--- src/rtl/swpr_pkg.sv ---
package swpr_pkg;

    localparam int unsigned HDR_BYTES = 8;

    typedef enum logic [2:0] {
        ST_OK    = 3'd0,
        ST_SHORT = 3'd1,
        ST_SIZE  = 3'd2,
        ST_CSUM  = 3'd3,
        ST_BIG   = 3'd4
    } t_status;

    typedef enum logic [7:0] {
        CFG_MAX_PAYLOAD = 8'd0,
        CFG_SEQNO_MASK  = 8'd1
    } t_cfg_index;

    localparam logic [9:0]  MAX_PAYLOAD_RST = 10'd1016;
    localparam logic [15:0] SEQNO_MASK_RST  = 16'd128;

    // classified item handed from front to back
    typedef struct packed {
        logic [7:0]  payload_byte;
        logic        payload_valid;
        logic        packet_done;
        t_status     status;
        logic        seqbit;
        logic [9:0]  payload_length;
    } t_item;

endpackage

--- src/rtl/swpr_front.sv ---
module swpr_front
    import swpr_pkg::*;
#(
    parameter int unsigned MAX_PACKET = 1024
) (
    input  logic        i_clk,
    input  logic        i_rst_n,
    input  logic        i_accept,
    input  logic [7:0]  i_rx_byte,
    input  logic        i_last_byte,
    input  logic        i_cfg_we,
    input  logic [7:0]  i_cfg_index,
    input  logic [15:0] i_cfg_data,
    output t_item       o_item
);

    localparam int unsigned CW = $clog2(MAX_PACKET + 1);

    logic [9:0]    r_max_payload;
    logic [15:0]   r_seqno_mask;
    logic [CW-1:0] r_byte_count, n_byte_count;
    logic [15:0]   r_checksum, n_checksum;
    logic [7:0]    r_pending, n_pending;
    logic [15:0]   r_flags, n_flags;
    logic [15:0]   r_stored_sum, n_stored_sum;
    logic [31:0]   r_size, n_size;

    logic          keep;
    logic          in_payload;
    logic [15:0]   sum_final;
    logic [31:0]   payload_len;
    t_status       status;

    assign keep = r_byte_count < CW'(MAX_PACKET);

    always_comb begin
        n_byte_count = r_byte_count;
        n_checksum   = r_checksum;
        n_pending    = r_pending;
        n_flags      = r_flags;
        n_stored_sum = r_stored_sum;
        n_size       = r_size;
        in_payload   = 1'b0;
        if (keep) begin
            if (r_byte_count < CW'(2)) begin
                n_flags = {r_flags[7:0], i_rx_byte};
            end else if (r_byte_count < CW'(4)) begin
                n_stored_sum = {r_stored_sum[7:0], i_rx_byte};
            end else if (r_byte_count < CW'(HDR_BYTES)) begin
                n_size = {r_size[23:0], i_rx_byte};
            end else begin
                in_payload = 1'b1;
            end
            if (!r_byte_count[0]) begin
                n_pending = i_rx_byte;
            end else if (r_byte_count != CW'(3)) begin
                n_checksum = r_checksum ^ {r_pending, i_rx_byte};
            end
            n_byte_count = r_byte_count + CW'(1);
        end
    end

    assign sum_final   = n_byte_count[0] ? (n_checksum ^ {n_pending, 8'h00}) : n_checksum;
    assign payload_len = 32'(n_byte_count) - 32'(HDR_BYTES);

    always_comb begin
        priority if (n_byte_count < CW'(HDR_BYTES)) begin
            status = ST_SHORT;
        end else if (n_size != 32'(n_byte_count)) begin
            status = ST_SIZE;
        end else if (n_stored_sum != sum_final) begin
            status = ST_CSUM;
        end else if (payload_len > 32'(r_max_payload)) begin
            status = ST_BIG;
        end else begin
            status = ST_OK;
        end
    end

    always_comb begin
        o_item.payload_byte   = i_rx_byte;
        o_item.payload_valid  = in_payload;
        o_item.packet_done    = i_last_byte;
        o_item.status         = i_last_byte ? status : ST_OK;
        o_item.seqbit         = (n_flags & r_seqno_mask) != 16'd0;
        o_item.payload_length = (i_last_byte && status == ST_OK) ? payload_len[9:0] : 10'd0;
    end

    always_ff @(posedge i_clk) begin
        if (!i_rst_n) begin
            r_max_payload <= MAX_PAYLOAD_RST;
            r_seqno_mask  <= SEQNO_MASK_RST;
        end else if (i_cfg_we) begin
            if (i_cfg_index == CFG_MAX_PAYLOAD) begin
                r_max_payload <= i_cfg_data[9:0];
            end else if (i_cfg_index == CFG_SEQNO_MASK) begin
                r_seqno_mask <= i_cfg_data;
            end
        end
    end

    always_ff @(posedge i_clk) begin
        if (!i_rst_n) begin
            r_byte_count <= '0;
            r_checksum   <= '0;
            r_pending    <= '0;
            r_flags      <= '0;
            r_stored_sum <= '0;
            r_size       <= '0;
        end else if (i_accept) begin
            if (i_last_byte) begin
                r_byte_count <= '0;
                r_checksum   <= '0;
                r_pending    <= '0;
                r_flags      <= '0;
                r_stored_sum <= '0;
                r_size       <= '0;
            end else begin
                r_byte_count <= n_byte_count;
                r_checksum   <= n_checksum;
                r_pending    <= n_pending;
                r_flags      <= n_flags;
                r_stored_sum <= n_stored_sum;
                r_size       <= n_size;
            end
        end
    end

endmodule

--- src/rtl/swpr_fifo.sv ---
module swpr_fifo
    import swpr_pkg::*;
(
    input  logic  i_clk,
    input  logic  i_rst_n,
    input  logic  i_push,
    input  t_item i_item,
    output logic  o_full,
    input  logic  i_pop,
    output logic  o_empty,
    output t_item o_item
);

    t_item       r_mem [2];
    logic        r_wr_ptr;
    logic        r_rd_ptr;
    logic [1:0]  r_count;

    assign o_full  = r_count == 2'd2;
    assign o_empty = r_count == 2'd0;
    assign o_item  = r_mem[r_rd_ptr];

    always_ff @(posedge i_clk) begin
        if (i_push) begin
            r_mem[r_wr_ptr] <= i_item;
        end
    end

    always_ff @(posedge i_clk) begin
        if (!i_rst_n) begin
            r_wr_ptr <= 1'b0;
            r_rd_ptr <= 1'b0;
            r_count  <= 2'd0;
        end else begin
            if (i_push) begin
                r_wr_ptr <= ~r_wr_ptr;
            end
            if (i_pop) begin
                r_rd_ptr <= ~r_rd_ptr;
            end
            r_count <= r_count + 2'(i_push) - 2'(i_pop);
        end
    end

endmodule

--- src/rtl/swpr_back.sv ---
module swpr_back
    import swpr_pkg::*;
(
    input  logic        i_clk,
    input  logic        i_rst_n,
    input  logic        i_empty,
    input  t_item       i_item,
    output logic        o_pop,
    output logic        o_out_valid,
    input  logic        i_out_ready,
    output logic [7:0]  o_payload_byte,
    output logic        o_payload_valid,
    output logic        o_packet_done,
    output logic [2:0]  o_status,
    output logic        o_send_ack,
    output logic        o_ack_seqno,
    output logic [9:0]  o_payload_length
);

    logic        r_valid;
    logic        r_expected_seqno;
    t_item       r_item;
    logic        r_send_ack;
    logic        r_ack_seqno;
    logic        n_send_ack;
    logic        n_ack_seqno;
    logic        is_ok;

    assign o_pop = !i_empty && (!r_valid || i_out_ready);
    assign is_ok = i_item.packet_done && i_item.status == ST_OK;

    always_comb begin
        n_send_ack  = 1'b0;
        n_ack_seqno = 1'b0;
        if (i_item.packet_done) begin
            unique case (i_item.status)
                ST_OK: begin
                    n_send_ack  = 1'b1;
                    n_ack_seqno = r_expected_seqno;
                end
                ST_SIZE, ST_CSUM: begin
                    n_send_ack  = 1'b1;
                    n_ack_seqno = ~i_item.seqbit;
                end
                default: begin
                    n_send_ack  = 1'b0;
                    n_ack_seqno = 1'b0;
                end
            endcase
        end
    end

    always_ff @(posedge i_clk) begin
        if (!i_rst_n) begin
            r_valid          <= 1'b0;
            r_expected_seqno <= 1'b0;
        end else begin
            if (o_pop) begin
                r_valid <= 1'b1;
                if (is_ok) begin
                    r_expected_seqno <= ~r_expected_seqno;
                end
            end else if (i_out_ready) begin
                r_valid <= 1'b0;
            end
        end
    end

    always_ff @(posedge i_clk) begin
        if (o_pop) begin
            r_item      <= i_item;
            r_send_ack  <= n_send_ack;
            r_ack_seqno <= n_ack_seqno;
        end
    end

    assign o_out_valid      = r_valid;
    assign o_payload_byte   = r_item.payload_byte;
    assign o_payload_valid  = r_item.payload_valid;
    assign o_packet_done    = r_item.packet_done;
    assign o_status         = r_item.status;
    assign o_send_ack       = r_send_ack;
    assign o_ack_seqno      = r_ack_seqno;
    assign o_payload_length = r_item.payload_length;

endmodule

--- src/rtl/stop_and_wait_packet_receiver.sv ---
// Stop-and-wait receiver: takes one datagram byte per cycle while the queue is not full
// and presents one result item per byte through the queue and a back-end register. The
// front end counts bytes, captures the 8-byte header, folds the XOR checksum and
// classifies the packet on the byte marked last; a two-entry queue feeds the back end,
// which issues the ack request on a good, size- or checksum-failed packet and toggles the
// expected sequence bit on a good one. Sustained rate is one byte per cycle without output
// stalls, set by the front end's per-byte header/checksum update. Configuration writes are
// taken at any cycle and must only be issued while the block is idle.
module stop_and_wait_packet_receiver
    import swpr_pkg::*;
#(
    parameter int unsigned MAX_PACKET = 1024
) (
    input  logic        i_clk,
    input  logic        i_rst_n,
    input  logic        i_in_valid,
    output logic        o_in_ready,
    input  logic [7:0]  i_rx_byte,
    input  logic        i_last_byte,
    input  logic        i_cfg_valid,
    output logic        o_cfg_ready,
    input  logic [7:0]  i_cfg_index,
    input  logic [15:0] i_cfg_data,
    output logic        o_out_valid,
    input  logic        i_out_ready,
    output logic [7:0]  o_payload_byte,
    output logic        o_payload_valid,
    output logic        o_packet_done,
    output logic [2:0]  o_status,
    output logic        o_send_ack,
    output logic        o_ack_seqno,
    output logic [9:0]  o_payload_length
);

    t_item front_item;
    t_item head_item;
    logic  accept;
    logic  full;
    logic  empty;
    logic  pop;

    assign o_in_ready  = !full;
    assign o_cfg_ready = 1'b1;
    assign accept      = i_in_valid && !full;

    swpr_front #(
        .MAX_PACKET (MAX_PACKET)
    ) u_front (
        .i_clk       (i_clk),
        .i_rst_n     (i_rst_n),
        .i_accept    (accept),
        .i_rx_byte   (i_rx_byte),
        .i_last_byte (i_last_byte),
        .i_cfg_we    (i_cfg_valid),
        .i_cfg_index (i_cfg_index),
        .i_cfg_data  (i_cfg_data),
        .o_item      (front_item)
    );

    swpr_fifo u_fifo (
        .i_clk   (i_clk),
        .i_rst_n (i_rst_n),
        .i_push  (accept),
        .i_item  (front_item),
        .o_full  (full),
        .i_pop   (pop),
        .o_empty (empty),
        .o_item  (head_item)
    );

    swpr_back u_back (
        .i_clk            (i_clk),
        .i_rst_n          (i_rst_n),
        .i_empty          (empty),
        .i_item           (head_item),
        .o_pop            (pop),
        .o_out_valid      (o_out_valid),
        .i_out_ready      (i_out_ready),
        .o_payload_byte   (o_payload_byte),
        .o_payload_valid  (o_payload_valid),
        .o_packet_done    (o_packet_done),
        .o_status         (o_status),
        .o_send_ack       (o_send_ack),
        .o_ack_seqno      (o_ack_seqno),
        .o_payload_length (o_payload_length)
    );

endmodule

--- config.mk ---
export PLATFORM = sky130hd
export DESIGN_NAME = stop_and_wait_packet_receiver
export DESIGN_NICKNAME = d
export VERILOG_FILES = /design/src/rtl/swpr_pkg.sv /design/src/rtl/swpr_front.sv /design/src/rtl/swpr_fifo.sv /design/src/rtl/swpr_back.sv /design/src/rtl/stop_and_wait_packet_receiver.sv
export SDC_FILE = /design/constraint.sdc
export NUM_CORES = 1
export LEC_CHECK = 0
export BUFFER_PORTS_ARGS = -buffer_cell sky130_fd_sc_hd__buf_2
export CAP_MARGIN = 25
export CORE_UTILIZATION = 30
export CTS_CLUSTER_SIZE = 25
export DETAILED_ROUTE_END_ITERATION = 7
export PLACE_DENSITY_LB_ADDON = 0.15
export SETUP_SLACK_MARGIN = 0.4
export SLEW_MARGIN = 20
export SYNTH_ARGS = -nofsm -noshare
export SYNTH_HDL_FRONTEND = slang
export SYNTH_SLANG_ARGS = --single-unit
--- constraint.sdc ---
create_clock -name i_clk -period 4.5 [get_ports i_clk]
set_clock_uncertainty 0.05 [all_clocks]
set_input_delay 0.9 -clock i_clk [delete_from_list [all_inputs] [get_ports i_clk]]
set_output_delay 0.9 -clock i_clk [all_outputs]
set_load 0.02 [all_outputs]
# == Word level (Yosys, flattened, before mapping) ==
# Memories as Yosys holds them, arrays and structs flattened. A register that Yosys moved wholly into a read port is not among the register bits.
# Index checks and enable logic that the tools add are counted.
# op_classes
eq_ne,7
n_lt_le_gt_ge,6
add_sub_neg,4
bitwise,8
mux,40
n_reduce_logical,19
# ops
cell,n
$mux 16,12
$mux 32,5
$gt 32x10->1,1
$ne 32x11->1,1
$xor 16x16->16,2
$mux 8,3
$lt 11x4->1 const B,2
$mux 11,2
$and 16x16->16,1
$ne 16x16->1,1
$reduce_bool 16->1,1
$mux 3,5
$sub 11x4->12 const B,1
$add 11x1->11 const B,1
$lt 11x11->1 const B,1
$lt 11x2->1 const B,1
$lt 11x3->1 const B,1
$mux 1,11
$ne 11x2->1 const B,1
$mux 10,1
$eq 8x1->1 const B,1
$logic_not 8->1,1
$eq 3x2->1 const B,2
$logic_not 3->1,2
other kinds (14),24
# word_totals
elab_cells,105
ramBits,48
in_bits,38
ff_bits,156
memories,1
# memory_table
memory,depth,width,rd,rd_clocked_by_memory_dff,write_ports,line,text
u_fifo.r_mem,2,24,1,1,1,swpr_fifo.sv:14,t_item r_mem [2];

# == Longest topological paths before layout ==
# depth
depth_word,13
ltp_mapped,17

# == By module ==
# Synthesis repeated with hierarchy kept, for this count alone.
# hier_totals
hier_cells,1081
hier_area_um2,10709.0
# modules_own_cells
module,instances,cells_per_inst,area_per_inst_um2
swpr_front,1,938,7723.7
swpr_fifo,1,96,2063.2
swpr_back,1,43,900.9
stop_and_wait_packet_receiver,1,4,21.3

# == Worst setup path before layout ==
# OpenSTA, ideal clock, no wires.
# synth_timing
path_type,register -> register
startpoint,register u_front.r_byte_count[10]
endpoint,"memory u_fifo.r_mem[0][6] in the netlist's numbering, data pin"
arrival_time_ns,3.537
n_path_buf,2
period_less_slack_ns,3.882
stages_incl_launch_ff,17
slack_ns,0.618
t_required_ns,4.155
cell_sequence,dfxtp_1 > clkbuf_1 > clkbuf_1 > nand4b_1 > xnor2_1 > inv_1 > ha_1 > nand3_1 > xnor2_1 > inv_1 > ha_1 > nand4_1 > o21bai_1 > a31oi_1 > a311oi_1 > o211ai_1 > nor3b_2
# synth_lines
element,line,text
from (decl),swpr_front.sv:21,"logic [CW-1:0] r_byte_count, n_byte_count;"
from (signal assigned),swpr_front.sv:119,r_byte_count <= n_byte_count;
to (decl),swpr_fifo.sv:14,

==> results.json <==
{
  "status": "finished, final reports clean",
  "synth_compound_area_share_pct": 15.19,
  "postCtsHoldBufs": 0,
  "critPathKind": "reg2reg",
  "rows": 67,
  "ant_nets": 0,
  "synthFlopType": "dfxtp_1",
  "synth_cell_types": 69,
  "hold_depth": 2,
  "drive_above_1_share_pct": 17.66,
  "portBuffers": 64,
  "fin_area_um2": 11970,
  "grt_antenna_before_repair": 0,
  "core_area_um2": 33530,
  "cap_violations": 0,
  "maxSlewHeadroom_pct": 24.49,
  "setup_slack_ns": 0.5289,
  "finalSetupTns_ns": 0,
  "arrival_ns": 4.17,
  "syn-mean-instance-area_um2": 9.920,
  "drt-total-wl_mm": 27.32,
  "htreeDepth": 1,
  "diodes": 0,
  "worstMarginPinSlew_ns": 1.104,
  "place_congestion": 0.8274,
  "drc": 0,
  "hold_class": "reg2reg",
  "grt_pass1_wl_mm": 43.25,
  "ioPinCount": 66,
  "die_x_um": 186.6,
  "pre_cts_slack_ns": 0.5432,
  "fmax_mhz": 251.8,
  "synthXorXnorAreaFrac_pct": 4.086,
  "min_to": "u_front.r_seqno_mask[7]",
  "grt_max_degree": 65,
  "start_util_pct": 30.50,
  "dpl_cell_area_um2": 11090,
  "synth.area.mux_share_pct": 6.716,
  "synth_edf_count": 73,
  "detailed_place_hpwl_mm": 19.03,
  "synth_nets": 1083,
  "cts-root-buf": "clkbuf_16",
  "final_core_util_pct": 35.69,
  "ys_async_sr_fraction_pct": 0,
  "hold_violations": 0,
  "vias_per_cell": 4.981,
  "vias": 7760,
  "clk_pin_slew_ns": 0.06,
  "cts_buffers": 25,
  "syn_inst": 1031,
  "p_per_area_nw_per_um2": 432.1,
  "n_fill_cell": 3416,
  "endpoint_kind": "flip-flop",
  "clk_path_buf_depth": 3,
  "finalPower_mw": 5.171,
  "synth_top_family_by_area": "simple AND/OR/NAND/NOR gates",
  "setup_viol": 0,
  "wl_per_cell_um": 17.53,
  "area_growth_pct": 17.02,
  "yosys_warnings": 0,
  "r2r-start": "u_front.r_byte_count[4]",
  "die_h_um": 186.6,
  "clock_latency_ns": 0.52,
  "whs_ns": 0.4401,
  "final_cells": 1558,
  "drt_first_pass_iters": 5,
  "min_period_ns": 3.971,
  "final_max_slew_viol_count": 0,
  "grt_pass1_vias": 7469,
  "required_ns": 4.70,
  "place_inst": 1510,
  "grt_usage_pct": 15.44,
  "gr-total-overflow": 0,
  "clock-sinks": 205,
  "start_kind": "flip-flop",
  "cp_max_fo": 22,
  "r2r_setup_slack_ns": 0.53,
  "r2r_cells": 9,
  "die_area_um2": 34830,
  "drt_iter0_drc": 414,
  "timing.rr.end": "u_fifo.r_mem[1][2]",
  "syn_area_um2": 10230,
  "synthSimpleGateAreaFrac_pct": 21.01,
  "timing.final.crit_share_pct": 88.25,
  "ir_worst_vdd_uv": 289.1,
  "worstHoldStart": "u_front.r_seqno_mask[7]",
  "fin_nets": 1143,
  "seq_area_frac_synth_pct": 47.27,
  "rsz0062_at_grt": "false",
  "cts_setup_buffers": 0,
  "leakagePower_nw": 4.507,
  "synthAdderAreaFrac_pct": 1.713,
  "cts_tree": "yes",
  "ys_ff_latch": 205
}
-- layer usage --
layer	vias to the layer above	global-route usage, %	part of all wire, %
met1	3717	21.21	48
met2	150	25.50	46
met3	38	2.031	3.6
li1	3855	-	-
met4	0	3.909	1.9
met5	-	0	0
-- cell type report --
type	count	area, µm²	area share, %
clock buffers	29	640.6	5.353
clock inverters	17	193.9	1.620
inverters	27	101.3	0.8468
multi-input cells	730	5024	41.98
flip-flops and latches	205	4837	40.42
well taps	448	560.5	4.684
repair buffers	102	610.6	5.102
-- where the power goes --
group | internal [mW] | total [mW] | leakage (nW) | switching [mW]
registers | 2.15 | 2.23 | 1.78 | 0.0716
clock network | 1.25 | 2.04 | 0.408 | 0.790
logic | 0.322 | 0.906 | 2.32 | 0.585
-- cells by family after synthesis --
family,after synthesis
buffers and inverters,96
DFF,205
adders and majority gates,14
other,1
and+or+nand+nor,386
AOI/OAI and AO/OA,220
muxes,66
xor gates and xnor gates,43
-- worst max-delay path by stage --
stage                          to                startpoint  cells past startpoint  slack [ns]
6_report       u_fifo.r_mem[1][2]   u_front.r_byte_count[4]                      9        0.53
5_1_grt        u_fifo.r_mem[0][6]   u_front.r_byte_count[0]                     16        0.43
4_1_cts        u_fifo.r_mem[0][6]   u_front.r_byte_count[1]                     16        0.52
3_5_place_dp   u_fifo.r_mem[1][6]   u_front.r_byte_count[1]                     16        0.54
3_3_place_gp   u_fifo.r_mem[0][6]   u_front.r_byte_count[2]                     15        0.57
2_1_floorplan  u_fifo.r_mem[0][6]  u_front.r_byte_count[10]                     16        0.62
-- synthesized netlist by cell type (all sizes together) (3+ instances only) --
| cell | number | area, µm² |
|---|---|---|
| a2111oi | 8 | 96.34 |
| nand2 | 99 | 374.1 |
| or3 | 5 | 31.28 |
| inv | 26 | 97.59 |
| buf | 15 | 101.3 |
| o21ai | 42 | 210.2 |
| a22o | 4 | 35.03 |
| a21boi | 6 | 45.04 |
| nand2b | 14 | 87.58 |
| nor3 | 24 | 170.2 |
| a211oi | 5 | 37.54 |
| mux2 | 21 | 236.5 |
| xor2 | 9 | 78.83 |
| a32oi | 8 | 70.07 |
| ha | 14 | 175.2 |
| and2 | 29 | 181.4 |
| o21a | 5 | 37.54 |
| edfxtp | 73 | 2192 |
| a21oi | 22 | 110.1 |
| a21o | 3 | 22.52 |
| nor4 | 11 | 87.59 |
| dfxtp | 132 | 2643 |
| and4 | 4 | 35.03 |
| nand3b | 4 | 30.03 |
| xnor2 | 31 | 271.5 |
| a22oi | 78 | 585.6 |
| a211o | 3 | 26.28 |
| nor4b | 4 | 35.03 |
| nand3 | 21 | 105.1 |
| a31oi | 13 | 81.33 |
| clkbuf | 54 | 203.9 |
| mux2i | 45 | 450.4 |
| and3 | 4 | 25.02 |
| xnor3 | 3 | 67.56 |
| nor2 | 32 | 120.1 |
| nand4 | 15 | 93.84 |
| o211ai | 8 | 60.06 |
| nor2b | 111 | 694.4 |
| a221oi | 4 | 35.03 |
-- sequential cells by signal (all words and copies together), names as in the netlist, 2 cells and up, named ones only --
name,cells
u_front.r_max_payload,10
u_back.o_status,3
u_fifo.r_count,2
u_front.r_pending,8
u_front.r_byte_count,11
u_front.r_seqno_mask,16
u_front.r_size,32
u_front.r_stored_sum,16
u_back.o_payload_byte,8
u_front.r_checksum,16
u_front.r_flags,16
u_fifo.r_mem,48
u_back.o_payload_length,10
-- worst max-delay path, stage by stage, from the launching register on --
cell       delay, ns
dfxtp_1         0.38
or4_1           0.68
o31a_2          0.60
nand2_1         0.21
mux2i_1         0.09
a2111oi_0       0.94
nor4_2          0.12
nand4_1         0.26
buf_4           0.27
nor3_2          0.07
-- placed cells by master (no fill, tap or decap), types with 5 or more instances in the layout --
cell type | synthesis | routed
nor2_1 | 32 | 29
nor3_2 | 10 | 11
clkinv_2 | 0 | 5
clkbuf_16 | 0 | 25
clkinv_1 | 1 | 5
nand2_1 | 98 | 98
xnor2_1 | 31 | 29
buf_4 | 2 | 35
nor4_1 | 8 | 8
a211oi_1 | 5 | 5
o21ai_0 | 39 | 39
xor2_1 | 9 | 9
buf_2 | 6 | 64
nand3_1 | 21 | 20
ha_1 | 14 | 14
or3_1 | 5 | 5
nor2b_1 | 111 | 111
a31oi_1 | 13 | 13
nand2b_1 | 14 | 14
o211ai_1 | 8 | 8
o21a_1 | 5 | 5
nand4_1 | 15 | 15
a21boi_0 | 6 | 6
mux2_2 | 21 | 21
edfxtp_1 | 73 | 73
inv_1 | 26 | 26
a2111oi_0 | 5 | 5
dfxtp_1 | 132 | 130
mux2i_1 | 45 | 45
and2_1 | 29 | 29
nor3_1 | 14 | 13
a32oi_1 | 8 | 8
a22oi_1 | 78 | 78
a21oi_1 | 22 | 22
-- repair_timing --
action,4_1_cts,5_1_grt
resized for setup,0,8
endpoints found under the setup margin,0,20
endpoints found under the hold margin,0,0
Note: power is estimated with default switching activity, not from simulation.
